File: src/hdl/md5_pkg.sv
// shared types, constants and round tables for the md5 core
package md5_pkg;

    typedef logic [3:0][31:0] t_chain;

    localparam logic [31:0] INIT_A = 32'h67452301;
    localparam logic [31:0] INIT_B = 32'hefcdab89;
    localparam logic [31:0] INIT_C = 32'h98badcfe;
    localparam logic [31:0] INIT_D = 32'h10325476;

    localparam t_chain CHAIN_INIT = {INIT_D, INIT_C, INIT_B, INIT_A};

    localparam logic [7:0] PAD_MARK = 8'h80;
    localparam logic [5:0] LEN_POS  = 6'd56;
    localparam logic [5:0] LAST_POS = 6'h3f;
    localparam logic [5:0] LAST_RND = 6'd63;

    typedef enum logic [5:0] {
        S_IDLE  = 6'b000001,
        S_PAD   = 6'b000010,
        S_PRIME = 6'b000100,
        S_ROUND = 6'b001000,
        S_ADD   = 6'b010000,
        S_EMIT  = 6'b100000
    } t_state;

    typedef enum logic [1:0] {
        M_DATA = 2'd0,
        M_PAD1 = 2'd1,
        M_LAST = 2'd2
    } t_mode;

    typedef struct packed {
        logic       load;
        logic       step;
        logic [5:0] rnd;
    } t_round_ctl;

    function automatic logic [31:0] round_k(input logic [5:0] i);
        logic [31:0] k;
        case (i)
            6'd0:  k = 32'hd76aa478;  6'd1:  k = 32'he8c7b756;
            6'd2:  k = 32'h242070db;  6'd3:  k = 32'hc1bdceee;
            6'd4:  k = 32'hf57c0faf;  6'd5:  k = 32'h4787c62a;
            6'd6:  k = 32'ha8304613;  6'd7:  k = 32'hfd469501;
            6'd8:  k = 32'h698098d8;  6'd9:  k = 32'h8b44f7af;
            6'd10: k = 32'hffff5bb1;  6'd11: k = 32'h895cd7be;
            6'd12: k = 32'h6b901122;  6'd13: k = 32'hfd987193;
            6'd14: k = 32'ha679438e;  6'd15: k = 32'h49b40821;
            6'd16: k = 32'hf61e2562;  6'd17: k = 32'hc040b340;
            6'd18: k = 32'h265e5a51;  6'd19: k = 32'he9b6c7aa;
            6'd20: k = 32'hd62f105d;  6'd21: k = 32'h02441453;
            6'd22: k = 32'hd8a1e681;  6'd23: k = 32'he7d3fbc8;
            6'd24: k = 32'h21e1cde6;  6'd25: k = 32'hc33707d6;
            6'd26: k = 32'hf4d50d87;  6'd27: k = 32'h455a14ed;
            6'd28: k = 32'ha9e3e905;  6'd29: k = 32'hfcefa3f8;
            6'd30: k = 32'h676f02d9;  6'd31: k = 32'h8d2a4c8a;
            6'd32: k = 32'hfffa3942;  6'd33: k = 32'h8771f681;
            6'd34: k = 32'h6d9d6122;  6'd35: k = 32'hfde5380c;
            6'd36: k = 32'ha4beea44;  6'd37: k = 32'h4bdecfa9;
            6'd38: k = 32'hf6bb4b60;  6'd39: k = 32'hbebfbc70;
            6'd40: k = 32'h289b7ec6;  6'd41: k = 32'heaa127fa;
            6'd42: k = 32'hd4ef3085;  6'd43: k = 32'h04881d05;
            6'd44: k = 32'hd9d4d039;  6'd45: k = 32'he6db99e5;
            6'd46: k = 32'h1fa27cf8;  6'd47: k = 32'hc4ac5665;
            6'd48: k = 32'hf4292244;  6'd49: k = 32'h432aff97;
            6'd50: k = 32'hab9423a7;  6'd51: k = 32'hfc93a039;
            6'd52: k = 32'h655b59c3;  6'd53: k = 32'h8f0ccc92;
            6'd54: k = 32'hffeff47d;  6'd55: k = 32'h85845dd1;
            6'd56: k = 32'h6fa87e4f;  6'd57: k = 32'hfe2ce6e0;
            6'd58: k = 32'ha3014314;  6'd59: k = 32'h4e0811a1;
            6'd60: k = 32'hf7537e82;  6'd61: k = 32'hbd3af235;
            6'd62: k = 32'h2ad7d2bb;  6'd63: k = 32'heb86d391;
            default: k = 32'h0;
        endcase
        return k;
    endfunction

    function automatic logic [4:0] round_s(input logic [5:0] i);
        logic [4:0] s;
        case ({i[5:4], i[1:0]})
            4'h0: s = 5'd7;   4'h1: s = 5'd12;  4'h2: s = 5'd17;  4'h3: s = 5'd22;
            4'h4: s = 5'd5;   4'h5: s = 5'd9;   4'h6: s = 5'd14;  4'h7: s = 5'd20;
            4'h8: s = 5'd4;   4'h9: s = 5'd11;  4'ha: s = 5'd16;  4'hb: s = 5'd23;
            4'hc: s = 5'd6;   4'hd: s = 5'd10;  4'he: s = 5'd15;  4'hf: s = 5'd21;
            default: s = 5'd0;
        endcase
        return s;
    endfunction

    // message word index used by round i
    function automatic logic [3:0] round_g(input logic [5:0] i);
        logic [3:0] r;
        logic [3:0] g;
        r = i[3:0];
        case (i[5:4])
            2'd0:    g = r;
            2'd1:    g = 4'(r * 4'd5 + 4'd1);
            2'd2:    g = 4'(r * 4'd3 + 4'd5);
            2'd3:    g = 4'(r * 4'd7);
            default: g = r;
        endcase
        return g;
    endfunction

endpackage

File: src/hdl/md5_blkbuf.sv
// 64-byte block buffer: byte write port, registered 32-bit word read port
module md5_blkbuf
    import md5_pkg::*;
(
    input  logic        i_clk,
    input  logic        i_we,
    input  logic [5:0]  i_waddr,
    input  logic [7:0]  i_wdata,
    input  logic [3:0]  i_raddr,
    output logic [31:0] o_rword
);

    // one 16-entry lane per byte of the little-endian word
    logic [7:0]  r_mem [4][16];
    logic [31:0] r_rword;

    always_ff @(posedge i_clk) begin
        for (int l = 0; l < 4; l++) begin
            if (i_we && (i_waddr[1:0] == 2'(l))) begin
                r_mem[l][i_waddr[5:2]] <= i_wdata;
            end
            r_rword[8*l +: 8] <= r_mem[l][i_raddr];
        end
    end

    assign o_rword = r_rword;

endmodule

File: src/hdl/md5_round.sv
// md5 round datapath: working words a..d and one round per step
module md5_round
    import md5_pkg::*;
(
    input  logic        i_clk,
    input  t_round_ctl  i_ctl,
    input  logic [31:0] i_w,
    input  t_chain      i_chain,
    output t_chain      o_abcd
);

    logic [31:0] r_a, r_b, r_c, r_d;
    logic [31:0] f;
    logic [31:0] sum;
    logic [63:0] dbl;
    logic [31:0] rot;

    always_comb begin
        case (i_ctl.rnd[5:4])
            2'd0:    f = r_d ^ (r_b & (r_c ^ r_d));
            2'd1:    f = r_c ^ (r_d & (r_b ^ r_c));
            2'd2:    f = r_b ^ r_c ^ r_d;
            2'd3:    f = r_c ^ (r_b | ~r_d);
            default: f = r_b ^ r_c ^ r_d;
        endcase
        sum = r_a + f + round_k(i_ctl.rnd) + i_w;
        dbl = {sum, sum} << round_s(i_ctl.rnd);
        rot = dbl[63:32];
    end

    always_ff @(posedge i_clk) begin
        if (i_ctl.load) begin
            r_a <= i_chain[0];
            r_b <= i_chain[1];
            r_c <= i_chain[2];
            r_d <= i_chain[3];
        end else if (i_ctl.step) begin
            r_a <= r_d;
            r_d <= r_c;
            r_c <= r_b;
            r_b <= r_b + rot;
        end
    end

    assign o_abcd = {r_d, r_c, r_b, r_a};

endmodule

File: src/hdl/md5_message_digest_core.sv
// md5 core: one message byte per beat in, 128-bit digest out as two 64-bit beats
// input is taken only while idle; the 64th byte of a block stalls input for the
// word prime, 64 rounds one per cycle on the round unit and the chaining add
// end of message: pad to the block end, compress each padded block (two when
// fewer than 9 bytes remain), load digest once output empty; first half next cycle
// synchronous active-low reset restores the initial chaining words, empties the output
module md5_message_digest_core
    import md5_pkg::*;
(
    input  logic        i_clk,
    input  logic        i_rst_n,
    input  logic        s_tvalid,
    output logic        s_tready,
    input  logic [7:0]  s_tdata,   // [7:0] byte_value
    input  logic [0:0]  s_tuser,   // [0] byte_present
    input  logic        s_tlast,   // end_of_message
    output logic        m_tvalid,
    input  logic        m_tready,
    output logic [63:0] m_tdata,   // [63:0] digest_half
    output logic [0:0]  m_tuser,   // [0] half_index
    output logic        m_tlast    // last_result
);

    t_state      r_state, n_state;
    t_mode       r_mode, n_mode;
    t_chain      r_chain, n_chain;
    logic [63:0] r_bits, n_bits;
    logic [5:0]  r_pos, n_pos;
    logic [5:0]  r_rnd, n_rnd;
    logic        r_eom, n_eom;
    logic        r_need80, n_need80;
    logic        r_lenok, n_lenok;
    logic        r_out_valid;
    logic        r_out_idx;
    logic [63:0] r_out_lo, r_out_hi;

    logic        mem_we;
    logic [5:0]  mem_waddr;
    logic [7:0]  mem_wdata;
    logic [3:0]  mem_raddr;
    logic [31:0] mem_rword;
    t_round_ctl  round_ctl;
    t_chain      abcd;
    logic        emit_load;
    logic [5:0]  pos_after;
    logic [63:0] len_shift;

    md5_blkbuf u_buf (
        .i_clk   (i_clk),
        .i_we    (mem_we),
        .i_waddr (mem_waddr),
        .i_wdata (mem_wdata),
        .i_raddr (mem_raddr),
        .o_rword (mem_rword)
    );

    md5_round u_round (
        .i_clk   (i_clk),
        .i_ctl   (round_ctl),
        .i_w     (mem_rword),
        .i_chain (r_chain),
        .o_abcd  (abcd)
    );

    assign s_tready  = (r_state == S_IDLE);
    assign pos_after = s_tuser[0] ? r_pos + 6'd1 : r_pos;
    assign len_shift = r_bits >> {r_pos[2:0], 3'b000};

    always_comb begin
        n_state   = r_state;
        n_mode    = r_mode;
        n_chain   = r_chain;
        n_bits    = r_bits;
        n_pos     = r_pos;
        n_rnd     = r_rnd;
        n_eom     = r_eom;
        n_need80  = r_need80;
        n_lenok   = r_lenok;
        mem_we    = 1'b0;
        mem_waddr = r_pos;
        mem_wdata = s_tdata;
        mem_raddr = round_g(r_rnd + 6'd1);
        round_ctl = '{load: 1'b0, step: 1'b0, rnd: r_rnd};
        emit_load = 1'b0;

        case (r_state)
            S_IDLE: begin
                if (s_tvalid) begin
                    if (s_tuser[0]) begin
                        mem_we = 1'b1;
                        n_pos  = r_pos + 6'd1;
                        n_bits = r_bits + 64'd8;
                    end
                    if (s_tuser[0] && (r_pos == LAST_POS)) begin
                        n_state = S_PRIME;
                        n_mode  = M_DATA;
                        n_eom   = s_tlast;
                    end else if (s_tlast) begin
                        n_state  = S_PAD;
                        n_need80 = 1'b1;
                        n_lenok  = (pos_after < LEN_POS);
                    end
                end
            end
            S_PAD: begin
                mem_we   = 1'b1;
                n_need80 = 1'b0;
                n_pos    = r_pos + 6'd1;
                if (r_need80) begin
                    mem_wdata = PAD_MARK;
                end else if (r_lenok && (r_pos >= LEN_POS)) begin
                    mem_wdata = len_shift[7:0];
                end else begin
                    mem_wdata = 8'h00;
                end
                if (r_pos == LAST_POS) begin
                    n_state = S_PRIME;
                    n_mode  = r_lenok ? M_LAST : M_PAD1;
                end
            end
            S_PRIME: begin
                round_ctl.load = 1'b1;
                mem_raddr      = round_g(6'd0);
                n_rnd          = 6'd0;
                n_state        = S_ROUND;
            end
            S_ROUND: begin
                round_ctl.step = 1'b1;
                n_rnd          = r_rnd + 6'd1;
                if (r_rnd == LAST_RND) begin
                    n_state = S_ADD;
                end
            end
            S_ADD: begin
                for (int k = 0; k < 4; k++) begin
                    n_chain[k] = r_chain[k] + abcd[k];
                end
                case (r_mode)
                    M_DATA: begin
                        if (r_eom) begin
                            n_state  = S_PAD;
                            n_need80 = 1'b1;
                            n_lenok  = 1'b1;
                            n_eom    = 1'b0;
                        end else begin
                            n_state = S_IDLE;
                        end
                    end
                    M_PAD1: begin
                        n_state  = S_PAD;
                        n_need80 = 1'b0;
                        n_lenok  = 1'b1;
                    end
                    M_LAST: begin
                        n_state = S_EMIT;
                    end
                    default: begin
                        n_state = S_IDLE;
                    end
                endcase
            end
            S_EMIT: begin
                // wait for the previous digest to drain
                if (!r_out_valid) begin
                    emit_load = 1'b1;
                    n_chain   = CHAIN_INIT;
                    n_bits    = 64'd0;
                    n_pos     = 6'd0;
                    n_state   = S_IDLE;
                end
            end
            default: begin
                n_state = S_IDLE;
            end
        endcase
    end

    always_ff @(posedge i_clk) begin
        if (!i_rst_n) begin
            r_state  <= S_IDLE;
            r_mode   <= M_DATA;
            r_chain  <= CHAIN_INIT;
            r_bits   <= 64'd0;
            r_pos    <= 6'd0;
            r_rnd    <= 6'd0;
            r_eom    <= 1'b0;
            r_need80 <= 1'b0;
            r_lenok  <= 1'b0;
        end else begin
            r_state  <= n_state;
            r_mode   <= n_mode;
            r_chain  <= n_chain;
            r_bits   <= n_bits;
            r_pos    <= n_pos;
            r_rnd    <= n_rnd;
            r_eom    <= n_eom;
            r_need80 <= n_need80;
            r_lenok  <= n_lenok;
        end
    end

    // digest output register, two beats per message
    always_ff @(posedge i_clk) begin
        if (!i_rst_n) begin
            r_out_valid <= 1'b0;
            r_out_idx   <= 1'b0;
        end else if (emit_load) begin
            r_out_valid <= 1'b1;
            r_out_idx   <= 1'b0;
        end else if (r_out_valid && m_tready) begin
            if (r_out_idx) begin
                r_out_valid <= 1'b0;
                r_out_idx   <= 1'b0;
            end else begin
                r_out_idx <= 1'b1;
            end
        end
    end

    always_ff @(posedge i_clk) begin
        if (emit_load) begin
            r_out_lo <= {r_chain[1], r_chain[0]};
            r_out_hi <= {r_chain[3], r_chain[2]};
        end
    end

    assign m_tvalid = r_out_valid;
    assign m_tdata  = r_out_idx ? r_out_hi : r_out_lo;
    assign m_tuser  = r_out_idx;
    assign m_tlast  = r_out_idx;

endmodule

File: config.mk
export PLATFORM = sky130hd
export DESIGN_NAME = md5_message_digest_core
export DESIGN_NICKNAME = d
export VERILOG_FILES = /design/src/hdl/md5_pkg.sv /design/src/hdl/md5_blkbuf.sv /design/src/hdl/md5_round.sv /design/src/hdl/md5_message_digest_core.sv
export SDC_FILE = /design/constraint.sdc
export NUM_CORES = 2
export LEC_CHECK = 0
export ABC_AREA = 0
export ABC_CLOCK_PERIOD_IN_PS = 16300
export BUFFER_PORTS_ARGS = -buffer_cell sky130_fd_sc_hd__clkbuf_2
export CORE_MARGIN = 3
export CORE_UTILIZATION = 60
export CTS_BUF_LIST = sky130_fd_sc_hd__clkbuf_4 sky130_fd_sc_hd__clkbuf_8 sky130_fd_sc_hd__clkbuf_16
export CTS_CLUSTER_SIZE = 20
export DETAILED_ROUTE_END_ITERATION = 16
export PLACE_DENSITY_LB_ADDON = 0.25
export SKIP_CTS_REPAIR_TIMING = 1
export SLEW_MARGIN = 20
export SYNTH_ARGS = -nofsm -noshare
export SYNTH_HDL_FRONTEND = slang
export SYNTH_SLANG_ARGS = --single-unit
File: constraint.sdc
create_clock -name i_clk -period 16.3 [get_ports i_clk]
set_clock_uncertainty 0.05 [all_clocks]
set_input_delay 3.26 -clock i_clk [delete_from_list [all_inputs] [get_ports i_clk]]
set_output_delay 3.26 -clock i_clk [all_outputs]
set_load 0.01 [all_outputs]
### Yosys cells after proc, flatten, opt, wreduce, memory -nomap -nowiden

Memories as Yosys holds them, arrays and structs flattened. A register that Yosys moved wholly into a read port is not among the register bits.
Index checks and enable logic that the tools add are counted.

* flip-flop bits (word level): 505
* bits in latches: 0
* memory bits (writable): 512
* ROM bits: 2128
* input port bits: 14
* memories kept: 3

Memories
* (name not given): words 64, width 32, rd ports 1, clocked after Yosys merged registers in 1, write ports 0, RTL line md5_pkg.sv:41 `case (i)`
* u_buf.r_mem: words 4, width 128, rd ports 4, clocked after Yosys merged registers in 0, write ports 1, RTL line md5_blkbuf.sv:14 `logic [7:0] r_mem [4][16];`
* (name not given): words 16, width 5, rd ports 1, clocked after Yosys merged registers in 1, write ports 0, RTL line md5_pkg.sv:81 `case ({i[5:4], i[1:0]})`

* $add $sub $neg: 13
* multipliers: 3
* divide/modulo/power cells: 0
* order comparisons: 5
* eq/ne operators: 31
* shift operators: 2
* muxes and demuxes: 101
* bitwise gates (word level): 13
* reductions and logical operators: 35

Operators by type and width (count)
* $mux W128: 11
* $reduce_or A128 Y1: 3
* $add A32 B32 Y32: 8
* $mux W32: 8
* $mux W64: 4
* $pmux W128 S2: 1
* $xor A32 B32 Y32: 6
* $bmux W8 S4: 4
* $pmux W32 S4: 1
* $pmux W64 S2: 1
* $mux W8: 12
* $mux W6: 11
* $add A64 B4 Y64 const B: 1
* $and A32 B32 Y32: 2
* $shl A64 B5 Y64: 1
* $shr A64 B6 Y8: 1
* $pmux W6 S3: 2
* $pmux W6 S6: 1
* $demux W8 S4: 1
* $not A32 Y32: 1
* $or A32 B32 Y32: 1
* $mux W1: 24
* $eq A6 B6 Y1 const B: 3
* $mux W2: 8
* 38 further kinds: 87

### Longest topological paths before layout

* depth in word-level cells: 11
* mapped depth: 37
* gate-level depth less buffers: 35

### Hierarchy

Synthesis repeated with hierarchy kept, for this count alone.

* cells, all modules: 5237
* area total of the unflattened synthesis: 57863.0 um2

By module, submodules not included
* md5_message_digest_core: times used 1, cells each 2143, area each 20191.9 um2
* md5_blkbuf: times used 1, cells each 910, area each 20116.8 um2
* md5_round: times used 1, cells each 2184, area each 17554.3 um2

### Least setup slack after synthesis

Ideal clock, no wire load.

* path type: reg2reg
* start point: register r_rnd[4]
* end point: register u_round.r_b[31], data pin
* library setup time: 256 ps
* data arrival time: 8271 ps
* required time: 15994 ps
* slack: 7723 ps
* stages on the path, launching flop included: 35
* path buffers: 3
* period minus slack after synthesis: 8577 ps
* path through: dfxtp_1 > buf_2 > buf_1 > clkbuf_1 > o21ai_0 > o21ai_0 > nand3_1 > o221ai_1 > fa_1 > fa_1 > inv_1 > ha_1 > inv_1 > fa_1 > nand2b_1 > a21o_1 > a21o_1 > o211ai_4 > a41oi_4 > o21a_1 > o31ai_4 > nand2_1 > mux4_2 > mux4_2 > ha_1 > o21ai_0 > o21bai_1 > o21ba_2 > or4b_2 > a31oi_1 > a21oi_1 > o21a_1 > o311ai_0 > nand2_1 > o211a_1

* word-level cells in the longest chain between the ends: 9
* elaborated cells between the ends (all ways): 12
* classes of those cells: 4 x add/sub; 3 x eq/ne; 1 x shift; 3 x mux; 1 x reduce/logical

Ends and longest elaborated chain
* start: declaration: RTL line md5_message_digest_core.sv:29 `logic [5:0] r_rnd, n_rnd;`
* start signal: assignment: RTL line md5_message_digest_core.sv:195 `r_rnd <= n_rnd;`
* $eq A2 B2 Y1 (tied with other cells): RTL line md5_round.sv:19 `case (i_ctl.rnd[5:4])`
* $pmux W32 S4 (*): RTL line md5_round.sv:19
* $add A32 B32 Y32 (*) (3 in series): RTL line md5_round.sv:26 `sum = r_a + f + round_k(i_ctl.rnd) + i_w;`
* $shl A64 B5 Y64 (*): RTL line md5_round.sv:27 `dbl = {sum, sum} << round_s(i_ctl.rnd);`
* $add A32 B32 Y32 (*): RTL line md5_round.sv:41 `r_b <= r_b + rot;`
* $mux W32 (*): RTL line md5_round.sv:37 `end else if (i_ctl.step) begin`
* $mux W32 (*): RTL line md5_round.sv:32 `if (i_ctl.load) begin`
* end signal: assignment: RTL line md5_round.sv:34 `r_b <= i_chain[1];`
* end signal: assignment: RTL line md5_round.sv:41
* end: declaration: RTL line md5_round.sv:12 `logic [31:0] r_a, r_b, r_c, r_d;`

Mark *: on every way between the ends. The rest lies on a longest branch, timed or not. The select of a mux whose other input is x is not followed.
A chain may end at the register's enable or synchronous reset.

### Worst setup path after layout

Ends and elaborated chain as after synthesis.

==> results.cfg <==
[outcome]
outcome = finished clean

[critical_path]
crit_type = flop to flop
worst-path-max-fanout = 69
start_kind = flop
critPathArrivalTime_ns = 10.45
worstPathBufferInverterCount = 2
crit_path_end_kind = flop
max_stage_delay_ns = 0.74
rrSetupSlack_ns = 6.25
cp.required_ns = 16.70
crit_slowest_cell = buf_4
crit_family = compound AO/OA/AOI/OAI gates

[clocking]
worst_skew_pair.late_latency_ns = 0.73
cts_tree = built
cts_sinks = 1051
numCtsBuffers = 107
cts.clk_slew.worst_paths_ns = 0.07
cts-root-buf = clkbuf_16
htree_levels = 3
ctsLongestPathBuffers = 3

[timing]
hold_viol_final = 0
fmax_mhz = 99.51
fin_tns_setup_ns = 0
fin_crit_sh = 0.6165
grt_setup_unrepaired = no
slew-limit-headroom = 0.1934
maxSlewViolCount = 0
fin_crit_ns = 10.05
setup_viol = 0
tightest_slew_ns = 1.210

[global_route]
antenna_found_initial = 2
grt_max_degree = 100
first_global_vias = 44120
grt_overflow_total = 0
grt_use_total = 0.3324
grt_pass1_wl_um = 263600

[logic_synthesis]
postSynthAreaPerCell_um2 = 9.976
syn_nets = 6211
synth_cell_types = 94
ys_warn_count = 0
yosysSeqAreaShare = 0.4870
synth_seq_cells = 1051
syn_inst = 5913
synth_flop_cell = edfxtp_1
synth_edf_count = 768
postSynth.asyncResetShare = 0
netlist_area_um2 = 58990

[drt]
drc = 0
drtIter0Drc = 5491
met3WireLength_um = 15080
via_per_inst = 6.535
routed_wirelength_um = 173600
drtAntennaViolNets = 0
vias = 47030
firstDrtPassIters = 10
wl_met2_um = 81180
highest_layer = met5
routedWlPerCell_um = 24.12
met1_length_um = 66800

[placed_design]
portBuffers = 81
dp.cells = 6992
hpwl_um = 118400
gp_congestion = 0.9866

[die]
dieArea_um2 = 102100
initial_core_util = 0.6073
coreArea_um2 = 97140
die_y_um = 319.6
die_w_um = 319.6
ios = 82
rows = 114

[finish]
drive_above_1_share = 0.09495
final_cell_mix = nand2_1, edfxtp_1, a21oi_1
stdcell_count = 7196
layout_commonest_cell = nand2_1
nets = 6123
area_growth_pct = 8.605

[pwr]
powerDensity_nw_per_um2 = 91.78
vdd_ir_drop_max_mv = 0.1116
leakagePower_nw = 23.94

[flow_run]
maxCapViolations = 0

[min_path]
hold_path_class = flop to flop
## synthesized netlist by cell type, drive strengths merged (93+ instances only)
library cell,number,area [µm²]
xor2,133,1165
nor2,389,1463
xnor2,120,1051
a21oi,437,2187
mux2,93,1047
o21ai,331,1657
a211oi,191,1439
nand3,137,685.7
a31oi,131,819.5
nand2,883,3314
clkbuf,302,1134
and2,147,922.1
inv,277,1040
edfxtp,768,23060
ha,216,2703
dfxtp,283,5665
## area by class of cell
type | instances | area [µm²]
Sequential cell | 1051 | 28740
Clock buffer | 150 | 3082
Antenna cell | 1 | 2.502
Multi-Input combinational cell | 4231 | 28040
Fill cell | 7388 | 33070
Clock inverter | 53 | 593.1
Inverter | 281 | 1065
Tap cell | 1276 | 1597
Timing Repair Buffer | 153 | 948.4
## kinds of logic after synthesis
kind of cell,count (synthesis),share of synthesized area
DFF,1051,0.4870
buffers and inverters,631,0.04041
and+or+nand+nor,1854,0.1407
muxes,187,0.04198
xor gates and xnor gates,253,0.03756
adders and majority gates,315,0.07417
AOI/OAI and AO/OA,1622,0.1782
## routing by layer
metal  vias up  global-route usage
met3       552             0.05581
met2      2376              0.5392
met4         2              0.1756
met1     22650              0.4310
met5         -                   0
li1      21450                   -
## sequential cells by signal (all words and copies together), names as in the netlist, named ones only
signal,flops
r_need80,1
u_round.r_c,32
u_round.r_d,32
r_chain,128
r_out_lo,64
r_lenok,1
m_tvalid,1
u_buf.o_rword,32
u_round.r_a,32
r_bits,61
r_eom,1
m_tlast,1
mem_waddr,6
r_mode,2
u_round.r_b,32
r_out_hi,64
u_buf.r_mem,512
r_rnd,6
r_state,6
## worst paths after layout
kind	cells past startpoint	end	startpoint
setup / recovery	30	u_round.r_b[31]	r_rnd[4]
hold / removal	0	r_out_lo[63]	r_chain[63]
setup reg to reg	30	u_round.r_b[31]	r_rnd[4]
hold reg to reg	0	r_out_lo[63]	r_chain[63]
## power by group
part | total, mW | switching (mW) | internal [mW]
clock | 2.53 | 1.08 | 1.45
sequential | 2.95 | 0.0301 | 2.92
combinational | 0.409 | 0.276 | 0.133
## per-stage QoR
| stage | util | total power, mW | hold WS, ns | cell area, µm² | worst slack (ns) |
|---|---|---|---|---|---|
| after floorplan | - | 3.276 | 0.3800 | 58990 | 7.723 |
| after global placement | 0.6216 | 3.394 | 0.4128 | 60380 | 6.587 |
| after detailed placement | 0.6217 | 3.403 | 0.4069 | 60390 | 6.452 |
| after CTS | 0.6595 | 5.896 | 0.4228 | 64060 | 6.389 |
| after global routing | 0.6595 | 6.050 | 0.4428 | 64060 | 5.662 |
| final | 0.6595 | 5.880 | 0.4214 | 64070 | 6.251 |
Note: power is estimated with default switching activity, not from simulation.
